[config.mk]
export PLATFORM = sky130hd
export DESIGN_NAME = ccr_ratio
export DESIGN_NICKNAME = d
export VERILOG_FILES = /design/src/rtl/ccr_pkg.sv /design/src/rtl/ccr_ratio.sv
export SDC_FILE = /design/constraint.sdc
export NUM_CORES = 1
export LEC_CHECK = 0
export ABC_AREA = 1
export ABC_CLOCK_PERIOD_IN_PS = 2100
export BUFFER_PORTS_ARGS = -buffer_cell sky130_fd_sc_hd__buf_4
export CAP_MARGIN = 15
export CORE_AREA = 2 2 332 334
export CTS_CLUSTER_SIZE = 8
export DETAILED_ROUTE_END_ITERATION = 16
export DIE_AREA = 0 0 334 336
export SETUP_SLACK_MARGIN = 0.05
export SLEW_MARGIN = 20
export SYNTH_ARGS = -nofsm -noshare
export SYNTH_HDL_FRONTEND = slang
export SYNTH_SLANG_ARGS = --single-unit
[constraint.sdc]
create_clock -name clk_i -period 2.1 [get_ports clk_i]
set_clock_uncertainty 0.15 [all_clocks]
set_input_delay 0.315 -clock clk_i [delete_from_list [all_inputs] [get_ports clk_i]]
set_output_delay 0.315 -clock clk_i [all_outputs]
set_load 0.02 [all_outputs]
[src/rtl/ccr_pkg.sv]
// Shared constants and table generator for the contrast ratio pipeline.
package ccr_pkg;

  localparam int unsigned CodeW     = 8;
  localparam int unsigned LutDepth  = 256;
  localparam int unsigned LinMaxW   = 25;

  localparam int unsigned WeightRed   = 2126;
  localparam int unsigned WeightGreen = 7152;
  localparam int unsigned WeightBlue  = 722;
  localparam int unsigned WeightRound = 5000;
  localparam int unsigned WeightShift = 4;
  localparam int unsigned WeightOdd   = 625;

  localparam int unsigned RatioW        = 13;
  localparam int unsigned RatioFracBits = 8;
  localparam int unsigned OffsetScale   = 20;

  localparam int unsigned LinCodeKnee  = 10;
  localparam int unsigned LinCodeFull  = 255;

  function automatic logic [LinMaxW-1:0] lin_entry(input int unsigned code,
                                                   input int unsigned frac);
    longint unsigned cl;
    longint unsigned one;
    longint unsigned n;
    longint unsigned t;
    longint unsigned s;
    longint unsigned y;
    longint unsigned cand;
    longint unsigned r;
    longint unsigned p;
    cl  = 64'(code);
    one = 64'd1 << frac;
    if (cl <= LinCodeKnee) begin
      return LinMaxW'((cl * one * 64'd20 + 64'd32946) / 64'd65892);
    end
    if (cl == LinCodeFull) begin
      return LinMaxW'(one);
    end
    n = 64'd1000 * cl + 64'd14025;
    t = (n << 32) / 64'd269025;
    s = (t * t) >> 32;
    y = 64'd0;
    for (int b = 31; b >= 0; b--) begin
      cand = y | (64'd1 << b);
      r = (cand * cand) >> 32;
      r = (r * cand) >> 32;
      r = (r * cand) >> 32;
      r = (r * cand) >> 32;
      if (r <= s) begin
        y = cand;
      end
    end
    p = (s * y) >> 32;
    return LinMaxW'((p + (64'd1 << (31 - frac))) >> (32 - frac));
  endfunction

endpackage

[src/rtl/ccr_ratio.sv]
// Contrast ratio: order the luminances, then a bit-per-stage restoring divider.
module ccr_ratio #(
  parameter int unsigned LUMA_FRAC_BITS = 16
) (
  input  logic                             clk_i,
  input  logic                             rst_ni,
  input  logic                             valid_i,
  input  logic [LUMA_FRAC_BITS:0]          luma_a_i,
  input  logic [LUMA_FRAC_BITS:0]          luma_b_i,
  output logic                             valid_o,
  output logic [ccr_pkg::RatioW-1:0]       ratio_o,
  output logic [LUMA_FRAC_BITS:0]          luma_a_o,
  output logic [LUMA_FRAC_BITS:0]          luma_b_o
);

  localparam int unsigned LumaW  = LUMA_FRAC_BITS + 1;
  localparam int unsigned DenW   = LUMA_FRAC_BITS + 5;
  localparam int unsigned NumW   = DenW + ccr_pkg::RatioFracBits;
  localparam int unsigned Steps  = ccr_pkg::RatioW;
  localparam int unsigned CmpW   = DenW + Steps;

  logic             vld_q  [Steps+1];
  logic [NumW-1:0]  rem_q  [Steps+1];
  logic [DenW-1:0]  den_q  [Steps+1];
  logic [Steps-1:0] quo_q  [Steps+1];
  logic [LumaW-1:0] la_q   [Steps+1];
  logic [LumaW-1:0] lb_q   [Steps+1];

  logic [LumaW-1:0] hi;
  logic [LumaW-1:0] lo;
  logic [DenW-1:0]  num_base;
  logic [DenW-1:0]  den_d;

  assign hi = (luma_a_i > luma_b_i) ? luma_a_i : luma_b_i;
  assign lo = (luma_a_i > luma_b_i) ? luma_b_i : luma_a_i;

  assign num_base = DenW'(hi) * DenW'(ccr_pkg::OffsetScale)
                  + (DenW'(1) << LUMA_FRAC_BITS);
  assign den_d    = DenW'(lo) * DenW'(ccr_pkg::OffsetScale)
                  + (DenW'(1) << LUMA_FRAC_BITS);

  always_ff @(posedge clk_i or negedge rst_ni) begin
    if (!rst_ni) begin
      vld_q[0] <= 1'b0;
    end else begin
      vld_q[0] <= valid_i;
    end
  end

  always_ff @(posedge clk_i) begin
    rem_q[0] <= {num_base, ccr_pkg::RatioFracBits'(0)};
    den_q[0] <= den_d;
    quo_q[0] <= '0;
    la_q[0]  <= luma_a_i;
    lb_q[0]  <= luma_b_i;
  end

  for (genvar k = 0; k < Steps; k++) begin : g_div
    localparam int unsigned Bit = Steps - 1 - k;
    logic [CmpW-1:0] shifted;
    logic [CmpW-1:0] rem_ext;
    logic            take;

    assign shifted = CmpW'(den_q[k]) << Bit;
    assign rem_ext = CmpW'(rem_q[k]);
    assign take    = rem_ext >= shifted;

    always_ff @(posedge clk_i or negedge rst_ni) begin
      if (!rst_ni) begin
        vld_q[k+1] <= 1'b0;
      end else begin
        vld_q[k+1] <= vld_q[k];
      end
    end

    always_ff @(posedge clk_i) begin
      rem_q[k+1] <= take ? NumW'(rem_ext - shifted) : rem_q[k];
      den_q[k+1] <= den_q[k];
      quo_q[k+1] <= {quo_q[k][Steps-2:0], take};
      la_q[k+1]  <= la_q[k];
      lb_q[k+1]  <= lb_q[k];
    end
  end

  assign valid_o  = vld_q[Steps];
  assign ratio_o  = quo_q[Steps];
  assign luma_a_o = la_q[Steps];
  assign luma_b_o = lb_q[Steps];

endmodule

* Word-level counts from Yosys, hierarchy flattened
Memories as Yosys holds them, arrays and structs flattened.
Index checks and enable logic that the tools add are counted.
** Operators by class
- Add/sub/neg operators :: 15
- Multiply operators :: 2
- Order comparisons :: 14
- Mux-type cells :: 15
** Operator list (count)
- 29-bit 2-to-1 mux :: 13
- 29-bit subtractor :: 5
- 21-bit by 17-bit adder with 21-bit output, second input constant :: 2
- 17-bit by 3-bit multiplier with 19-bit output, second input constant :: 2
- 17-bit 2-to-1 mux :: 2
- 29-bit by 33-bit greater-or-equal comparator with 1-bit output :: 1
- 29-bit by 32-bit greater-or-equal comparator with 1-bit output :: 1
- 29-bit by 31-bit greater-or-equal comparator with 1-bit output :: 1
- 29-bit by 30-bit greater-or-equal comparator with 1-bit output :: 1
- 29-bit by 21-bit greater-or-equal comparator with 1-bit output :: 1
- 29-bit by 22-bit greater-or-equal comparator with 1-bit output :: 1
- 29-bit by 23-bit greater-or-equal comparator with 1-bit output :: 1
- 29-bit by 24-bit greater-or-equal comparator with 1-bit output :: 1
- 29-bit by 25-bit greater-or-equal comparator with 1-bit output :: 1
- 29-bit by 26-bit greater-or-equal comparator with 1-bit output :: 1
- 29-bit by 27-bit greater-or-equal comparator with 1-bit output :: 1
- 29-bit by 28-bit greater-or-equal comparator with 1-bit output :: 1
- 29-bit greater-or-equal comparator :: 1
- 29-bit by 21-bit subtractor with 29-bit output :: 1
- 29-bit by 22-bit subtractor with 29-bit output :: 1
- 29-bit by 23-bit subtractor with 29-bit output :: 1
- 29-bit by 24-bit subtractor with 29-bit output :: 1
- 29-bit by 25-bit subtractor with 29-bit output :: 1
- 29-bit by 26-bit subtractor with 29-bit output :: 1
- other kinds (3) :: 3
** Storage, ports and cells
- Bits in registers :: 14
- Memory bits (writable) :: 1358
- Bits of input ports :: 37
- Output and inout bits :: 48
- Word-level logic and storage cells :: 65
- Memories kept :: 5
** Memory list
- rem_q :: words 14, width 29, rd ports 13, clocked after Yosys merged registers in 0, wr ports 14, RTL line ccr_ratio.sv:23 : logic [NumW-1:0] rem_q [Steps+1];
- den_q :: words 14, width 21, rd ports 13, clocked after Yosys merged registers in 0, wr ports 14, RTL line ccr_ratio.sv:24 : logic [DenW-1:0] den_q [Steps+1];
- la_q :: words 14, width 17, rd ports 14, clocked after Yosys merged registers in 0, wr ports 14, RTL line ccr_ratio.sv:26 : logic [LumaW-1:0] la_q [Steps+1];
- lb_q :: words 14, width 17, rd ports 14, clocked after Yosys merged registers in 0, wr ports 14, RTL line ccr_ratio.sv:27 : logic [LumaW-1:0] lb_q [Steps+1];
- quo_q :: words 14, width 13, rd ports 14, clocked after Yosys merged registers in 0, wr ports 14, RTL line ccr_ratio.sv:25 : logic [Steps-1:0] quo_q [Steps+1];

* Depth between registers and ports, before layout
Gate-level depths: netlist of the first run.
- Depth in word-level cells :: 4
- Depth in mapped cells :: 30
- Gate-level depth less buffers :: 29

* Least setup slack after synthesis of the first run
OpenSTA, ideal clock, no wires.
- Path kind :: input port to flip-flop
- Start point :: input port luma_b_i[12]
- End point :: memory den_q[0][20] (netlist name)
- Setup time :: 0.113 ns
- Data arrival time :: 3.795 ns
- Data required time :: 1.837 ns
- Path slack :: -1.958 ns
- Stages on the path :: 22
- Path buffers :: 1
- Cells stage by stage :: inv_1 > ha_1 > nand2_1 > nor2_2 > nand4_1 > o41ai_4 > buf_6 > o21ai_2 > ha_1 > ha_1 > inv_1 > fa_1 > o21bai_1 > nand3_1 > nand3_1 > xor2_1 > ha_1 > inv_1 > nor2_1 > nand2_1 > nand3_1 > nand2_1
** RTL lines
- start, declared :: RTL line ccr_ratio.sv:9 : input logic [LUMA_FRAC_BITS:0] luma_b_i,
- end, declared :: RTL line ccr_ratio.sv:24

==> metrics.md, run 1 <==
| Metric | Value |
|---|---|
| Post-DRT Antenna Nets | 0 |
| Initial core utilization | 39.9% |
| Register-to-register setup slack | -210 ps |
| Post-Syn Area per Cell | between 8 and 9 sq um |
| Final Hold Vio Count | 0 |
| Clock Path Buffers | 3 |
| Slowest stage delay, CP | 390 ps |
| Setup violators final | between 150 and 200 |
| Root Buffer | clkbuf_16 |
| Clock-pin slew on the worst setup and hold paths | 50 ps |
| Top cell type's share of synthesized area | 50.4% |
| ANT cells | 0 |
| DR iter-0 viols | ~1,800 |
| Area contributors post-synth | dfxtp_1, nand2_1, ha_1 |
| Number of flops mapped to enable cells by yosys | 0 |
| CTS tree | yes |
| Synth unique cells | 56 |
| CP max stage cell | fa_2 |
| Port buffer count | 84 |
| Crit path kind | in -> reg |
| Maxcap violations | 0 |
| Via count | 38,300 |
| Final slew viol count | 0 |
| Critical R2R Capture | rem_q[1][128] |
| Clk sink count | 1,103 |
| DRC | 0 |
| Post-Syn Instances | 5,021 |
| Reg2reg start | den_q[1][66] |
| Detailed placement HPWL | ~92 mm |
| Hold path start | luma_b_i[3] |
| Yosys warns | 0 |
| Fraction of layout cells with a size suffix above 1 | between 40% and 50% |
| Worst Hold Depth | 6 |
| Tightest Hold Check Type | in -> reg |
| Max FO, Critical Path | 8 |
| Share of the cycle needed by the critical path after routing | 156% |
| Status | finished with violations |
| Layout area overhead | 58.1% |
| Largest net degree at the start of global routing | 27 |
| Ports | 85 |
| Synth area leader | dfxtp_1 |
| Placed insts | around 7,400 |
| Register area share after synthesis | 51.2% |
| Initial antenna violation count | 5 |
| Critical Path RT | 2590 ps |
| Synthesized cell area | between 40,000 and 50,000 sq um |
| Critical Path Start Type | input port |
| FP Rows | 121 |
| Post-synth top flop | dfxtp_1 |
| Commonest cells post-synth | nand2_1, dfxtp_1, inv_1, nor2_1, ha_1 |
| Die width | ~330 microns |
| Reg2reg path depth | 13 |
| # H-tree levels | 4 |
| Worst Tran Pin Value | 601 ps |
| Post-DR wirelength/cell | 17.3 microns |
| CP Capture Type | flop |
| Headroom to the max-slew limit | about 60% |
| 1st-pass router iterations | 6 |
| Setup TNS | -33,310 ps |
| Place WS | -2130 ps |
| GP Congestion | roughly 0.95 |
| CP Buf/Inv Count | 7 |
| Flops & latches, synth | roughly 1,100 |
| Vias per cell | 4.88 |
| Post-route non-filler standard cell count | slightly below 8,000 |
| Arrival time worst endpoint | between 3000 and 4000 ps |
| Total global-route track usage | between 20% and 30% |
| Count leader, synth | nand2_1 |
| Worst path top cell family by delay | adder cells |
| GRT overflow | 0 |
| Unrepaired setup endpoints after global routing | true |
| Setup WS post-layout | -1170 ps |
| Peak Freq | around 310 MHz |
| Global-route wire length before repair | approximately 200 mm |
| Worst skew pair latency | around 770 ps |
| Async SR Flop Fraction | under 10% |
| Synth Net Count | between 5,000 and 6,000 |
| # nets final | between 6,000 and 7,000 |
| Vias in the first global route | a little under 40,000 |
| CTS buffer count | ~160 |
| Clock period minus worst slack | ~3300 ps |
| Worst hold path endpoint | rem_q[0][13] |
| Die ar. | 112,000 sq um |
| Failing checks | negative setup slack |
| DIE HEIGHT | ~340 microns |
| CORE AREA | roughly 110,000 sq um |
| WL final | about 140 mm |
## cells in the final DEF (no fill, tap or decap), types with 159 or more instances in the layout
master and instances:
nand2_1 754, nand2_2 340, dfxtp_2 175, nand2_4 159, ha_4 243, inv_1 536
a21oi_1 159, buf_4 1075, dfxtp_1 901, nor2_1 230, clkbuf_16 162
## what timing repair did
| action | CTS | global route |
|---|---|---|
| setup buffers | 159 | 83 |
| hold buffers | 39 | 1 |
| gates resized for setup | 1100 | 968 |
| hold endpoints to repair | 55 | 2 |
| endpoints found under the setup margin | 284 | 287 |
| cloned | 34 | 3 |
| pin swaps | 319 | 383 |
## sequential cells by signal (all words and copies together) (netlist names)
register,cells
den_q,247
la_q,238
lb_q,238
quo_q,91
rem_q,275
valid_o,1
vld_q,13
## cells by family after synthesis
logic type / after synthesis / synth area share, %
adders and majority gates: 329 / 9.76
and+or+nand+nor: 2028 / 20.0
DFF: 1103 / 51.2
xor gates and xnor gates: 172 / 3.48
AOI/OAI and AO/OA: 649 / 8.47
buffers and inverters: 740 / 7.02
## area by class of cell
| class | count | area (sq um) |
|---|---|---|
| well taps | 1414 | 1770 |
| repair buffers | 1277 | 11000 |
| flip-flops and latches | 1103 | 22400 |
| clock buffers | 174 | 4070 |
| fillers | 8362 | 40000 |
| repair inverters | 3 | 33.8 |
| clock inverters | 18 | 445 |
| multi-input cells | 3180 | 25900 |
| inverters | 674 | 2650 |
## layer usage
metal	vias to the layer above	GRT usage, %	part of all wire, %
met5	-	0	0
li1	18800	-	-
met2	1014	42.2	51
met4	0	11.6	5.4
met3	410	3.33	4.0
met1	18000	25.6	40
## stage by stage
step                utilization (%)  hold WS (ps)  instance area [sq um]
floorplan                         -          -131                  43600
global placement               48.5          16.4                  52600
detailed placement             48.5          22.0                  52600
CTS                            59.1          -352                  64100
global route                   63.1          31.5                  68400
finish                         63.1          49.5                  68400
## worst reg2reg max path, cell delays in order, from the launching register on
cell and delay, ps:
dfxtp_2 320, buf_6 110, fa_2 360, o21ai_2 210
nand2_1 110, nand2_2 90, nand2_2 70, nand2_4 100
nand3_4 100, buf_6 140, nand3_4 90, buf_12 140
buf_16 140, o21ai_2 50
## how the worst max path moves through the flow
stage	endpoint	start	depth (start not counted)
floorplan	den_q[0][20]	luma_b_i[10]	22
global placement	den_q[0][20]	luma_b_i[16]	28
detailed placement	den_q[0][20]	luma_b_i[16]	28
CTS	den_q[0][20]	luma_b_i[12]	28
global route	den_q[0][20]	luma_b_i[3]	31
finish	den_q[0][20]	luma_a_i[4]	29
Power of run 1 is not shown: default switching activity piles up to over one toggle a cycle in this logic, so the estimate is an artifact.
==> run 2, diff against run 1 <==
--- a/config.mk
+++ b/config.mk
@@ -9,10 +9,12 @@
 export ABC_CLOCK_PERIOD_IN_PS = 2100
 export BUFFER_PORTS_ARGS = -buffer_cell sky130_fd_sc_hd__buf_4
 export CAP_MARGIN = 15
-export CORE_AREA = 2 2 332 334
+export CORE_AREA = 2 2 284 286
 export CTS_CLUSTER_SIZE = 8
 export DETAILED_ROUTE_END_ITERATION = 16
-export DIE_AREA = 0 0 334 336
+export DIE_AREA = 0 0 286 288
+export HOLD_SLACK_MARGIN = 0.12
+export PLACE_DENSITY = 0.74
 export SETUP_SLACK_MARGIN = 0.05
 export SLEW_MARGIN = 20
 export SYNTH_ARGS = -nofsm -noshare
==> run 2 against run 1 <==
Against the previous run: the run now fails in 5_1_grt; synthesized cell count did not move; synthesized area unchanged.
==> metrics.md, run 2 <==
| Metric | Value |
|---|---|
| Worst EP kind | register input |
| Ports | 85 (unchanged) |
| Port buffer count | 84 (unchanged) |
| Failing step | 5_1_grt |
| Clk sink count | 1,103 (unchanged) |
| Synth unique cells | 56 (unchanged) |
| Register area share after synthesis | 51.2% (unchanged) |
| GP Congestion | 0.919 (-3.3%) |
| Synth area leader | dfxtp_1 |
| Die width | 286 microns (-14%) |
| CTS buffer count | 156 (-1.3%) |
| GRT overflow | 51 |
| Flops & latches, synth | 1,103 (unchanged) |
| Commonest cells post-synth | nand2_1, dfxtp_1, inv_1, nor2_1, ha_1 |
| # H-tree levels | 4 (unchanged) |
| Number of flops mapped to enable cells by yosys | 0 (unchanged) |
| DIE HEIGHT | 288 microns (-14%) |
| FP Rows | 104 (-14%) |
| Post-Syn Instances | 5,021 (unchanged) |
| Synthesized cell area | 43,200 sq um (unchanged) |
| Post-synth top flop | dfxtp_1 |
| Root Buffer | clkbuf_16 |
| Total global-route track usage | approximately 60% |
| Top cell type's share of synthesized area | 50.4% (unchanged) |
| Largest net degree at the start of global routing | 27 |
| Err | [ERROR GRT-0232] Routing congestion too high. Check the congestion heatmap in the GUI. |
| Synth Net Count | 5,387 (unchanged) |
| GR repair worst EP | den_q[0][19]$_DFF_P_/D |
| Initial core utilization | 54.3% (+14 points) |
| Async SR Flop Fraction | 1.27% (unchanged) |
| Yosys warns | 0 (unchanged) |
| Post-Syn Area per Cell | 8.61 sq um (unchanged) |
| Clock Path Buffers | 3 (unchanged) |
| Count leader, synth | nand2_1 |
| Detailed placement HPWL | 90.9 mm (-1.2%) |
| Status | stopped before the end |
| Area contributors post-synth | dfxtp_1, nand2_1, ha_1 |
## run 2: cell counts after synthesis
Identical to the previous run, type by type.
## run 2: timing repair
action | CTS
endpoints found under the setup margin | 285
pin swaps | 222
gates cloned | 33
hold buffers | 40
gates resized for setup | 1017
buffers inserted | 154
hold endpoints to repair | 59
## run 2: cell families after synthesis
group / count (synthesis) / share of synthesized area (%)
compound gates: 649 / 8.47
xor+xnor: 172 / 3.48
fa+ha+maj: 329 / 9.76
buf+inv: 740 / 7.02
flops: 1103 / 51.2
simple gates: 2028 / 20.0
## run 2: through the flow
step,area (sq um),util (%),setup slack (ps),cells
detailed placement,51600,64.8,-2130,6935
global placement,51600,64.8,-2080,6935
CTS,62800,78.8,-1140,7340
floorplan,43600,-,-1840,5021
## run 2: metal layers
metal / overflow / global-route usage (%)
met5: 1 / 34.4
met4: 23 / 52.8
met3: 4 / 46.2
met2: 19 / 77.4
met1: 4 / 59.9
==> run 3, diff against run 2 <==
==> config.mk (replaced) <==
export PLATFORM = sky130hd
export DESIGN_NAME = ccr_ratio
export DESIGN_NICKNAME = d
export VERILOG_FILES = /design/src/rtl/ccr_pkg.sv /design/src/rtl/ccr_ratio.sv
export SDC_FILE = /design/constraint.sdc
export NUM_CORES = 1
export LEC_CHECK = 0
export ABC_AREA = 1
export ABC_CLOCK_PERIOD_IN_PS = 2700
export BUFFER_PORTS_ARGS = -buffer_cell sky130_fd_sc_hd__buf_4
export CAP_MARGIN = 15
export CORE_AREA = 2 2 332 334
export DETAILED_ROUTE_END_ITERATION = 16
export DIE_AREA = 0 0 334 336
export PLACE_DENSITY_LB_ADDON = 0.15
export SLEW_MARGIN = 20
export SYNTH_ARGS = -nofsm -noshare
export SYNTH_HDL_FRONTEND = slang
export SYNTH_SLANG_ARGS = --single-unit
==> constraint.sdc (replaced) <==
create_clock -name clk_i -period 2.7 [get_ports clk_i]
set_clock_uncertainty 0.15 [all_clocks]
set_input_delay 0.405 -clock clk_i [delete_from_list [all_inputs] [get_ports clk_i]]
set_output_delay 0.405 -clock clk_i [all_outputs]
set_load 0.02 [all_outputs]
==> run 3 against run 2 <==
Against the previous run: the flow now finishes, with violations (negative setup slack).
==> metrics.md, run 3 (synthesis results as in run 1) <==
| Metric | Value |
|---|---|
| Status | finished with violations |
| Failing checks | negative setup slack |
| Top Registers | rem_q x275, den_q x247 |
| Layout area overhead | 24.0% |
| Routed met1 length | just over 50 mm |
| Highest routed layer | met4 |
| CTS buffer count | 111 (-29%) |
| Most common cell after layout, fill and taps aside | nand2_1 |
| Vias per cell | ~4.7 |
| FP Rows | 121 (+16%) |
| Post-DR wirelength/cell | around 16 microns |
| Initial antenna violation count | 4 |
| Initial core utilization | 39.9% (-14 points) |
| CORE AREA | approximately 110,000 sq um |
| Register-to-register setup slack | roughly 180 ps |
| Crit path kind | in -> reg |
| Vias in the first global route | between 30,000 and 40,000 |
| Fraction of layout cells with a size suffix above 1 | ~16% |
| Unrepaired setup endpoints after global routing | true |
| Root Buffer | clkbuf_16 |
| WL final | 112 mm |
| Critical Path Start Type | input port |
| Met3 wire len | roughly 3.7 mm |
| Setup violators final | 26 |
| Port buffer count | 84 (unchanged) |
| Tightest Hold Check Type | in -> reg |
| Maxcap violations | 0 |
| Headroom to the max-slew limit | between 50% and 60% |
| Total global-route track usage | ~20% |
| Die ar. | between 100,000 and 150,000 sq um |
| Post-DRT Antenna Nets | 0 |
| Clk sink count | 1,103 (unchanged) |
| Die width | 334 microns (+17%) |
| Worst Hold Depth | 5 |
| 1st-pass router iterations | 5 |
| Largest register FFs | between 200 and 300 |
| Arrival time worst endpoint | between 3000 and 4000 ps |
| Place WS | -1590 ps (+547 ps) |
| CP max stage cell | fa_2 |
| Via count | 32,700 |
| Largest register by flop count | rem_q |
| FILL cells | just over 10,000 |
| Reg2reg path depth | 11 |
| Max FO, Critical Path | 7 |
| Final Hold Vio Count | 0 |
| Setup WS post-layout | -694 ps |
| Slowest stage delay, CP | about 370 ps |
| Global-route wire length before repair | ~170 mm |
| DRC | 0 |
| CTS tree | yes |
| GRT overflow | 0 |
| Ports | 85 (unchanged) |
| Critical Path RT | roughly 3200 ps |
| Final slew viol count | 0 |
| CP Capture Type | flop |
| Worst skew pair latency | approximately 720 ps |
| Top cell by count, worst path | ha_4 |
| Largest net degree at the start of global routing | 38 |
| Clock-pin slew on the worst setup and hold paths | around 60 ps |
| Detailed placement HPWL | 88.7 mm (-2.4%) |
| Worst Tran Pin Value | 649 ps |
| GP Congestion | 0.913 (-0.65%) |
| # nets final | between 5,000 and 6,000 |
| Peak Freq | between 200 and 300 MHz |
| # H-tree levels | 3 (-1) |
| Met2 wire len | 54.7 mm |
| DIE HEIGHT | 336 microns (+17%) |
| Clock period minus worst slack | around 3400 ps |
| Clock Path Buffers | 3 (unchanged) |
| Share of the cycle needed by the critical path after routing | 126% |
| DR iter-0 viols | 1,749 |
| Most frequent cells in the layout | nand2_1, dfxtp_1, inv_1, nor2_1, buf_4 |
## run 3: critical path, delay by kind of cell
| kind | cells | cell delay (ps) |
|---|---|---|
| xor+xnor | 1 | 190 |
| fa+ha+maj | 5 | 1180 |
| buf+inv | 6 | 660 |
| compound gates | 3 | 320 |
| simple gates | 13 | 1130 |
## run 3: path summary, 6_finish.rpt
check | endpoint | startpoint
min | den_q[0][4] | luma_a_i[2]
min in group asynchronous | vld_q[5] | rst_ni
max in group asynchronous | vld_q[13] | rst_ni
min reg2reg | la_q[4][8] | la_q[3][8]
max | den_q[0][20] | luma_a_i[11]
max reg2reg | rem_q[0][167] | den_q[0][100]
## run 3: per-layer routing
layer  global-route usage (%)  vias up
li1                         -    17000
met1                     24.9    15000
met2                     35.0      569
met3                     2.27      184
met4                     6.35        0
met5                        0        -
## run 3: metrics by stage
step / setup TNS [ps] / hold slack, ps / utilization, % / cell area, sq um / std cells
global route: -12310 / 62.8 / 49.5 / 53600 / 6975
CTS: -7620 / 18.0 / 48.2 / 52200 / 6957
floorplan: -22150 / -40.6 / - / 43600 / 5021
detailed placement: -34790 / 110 / 43.8 / 47500 / 6703
global placement: -34130 / 109 / 43.8 / 47500 / 6703
finish: -9420 / 65.3 / 49.5 / 53600 / 6977
## run 3: cell type report
type                       count  area (sq um)  share of cell area (%)
clock buffer                 151          3120                    5.82
inverter                     674          2580                    4.81
timing repair buffer         400          3490                    6.52
tap                         1414          1770                    3.30
antenna                        2          5.00                 0.00933
sequential                  1103         22200                    41.3
clock inverter                55           897                    1.67
multi-input combinational   3178         19600                    36.6
## run 3: what timing repair did
item,CTS,global route
buffers inserted,17,19
hold endpoints to repair,52,0
pin swaps,21,80
setup endpoints to repair,26,61
hold buffers,38,0
gates cloned,0,2
resized for setup,45,216
Power of run 3 is left out for the same reason.
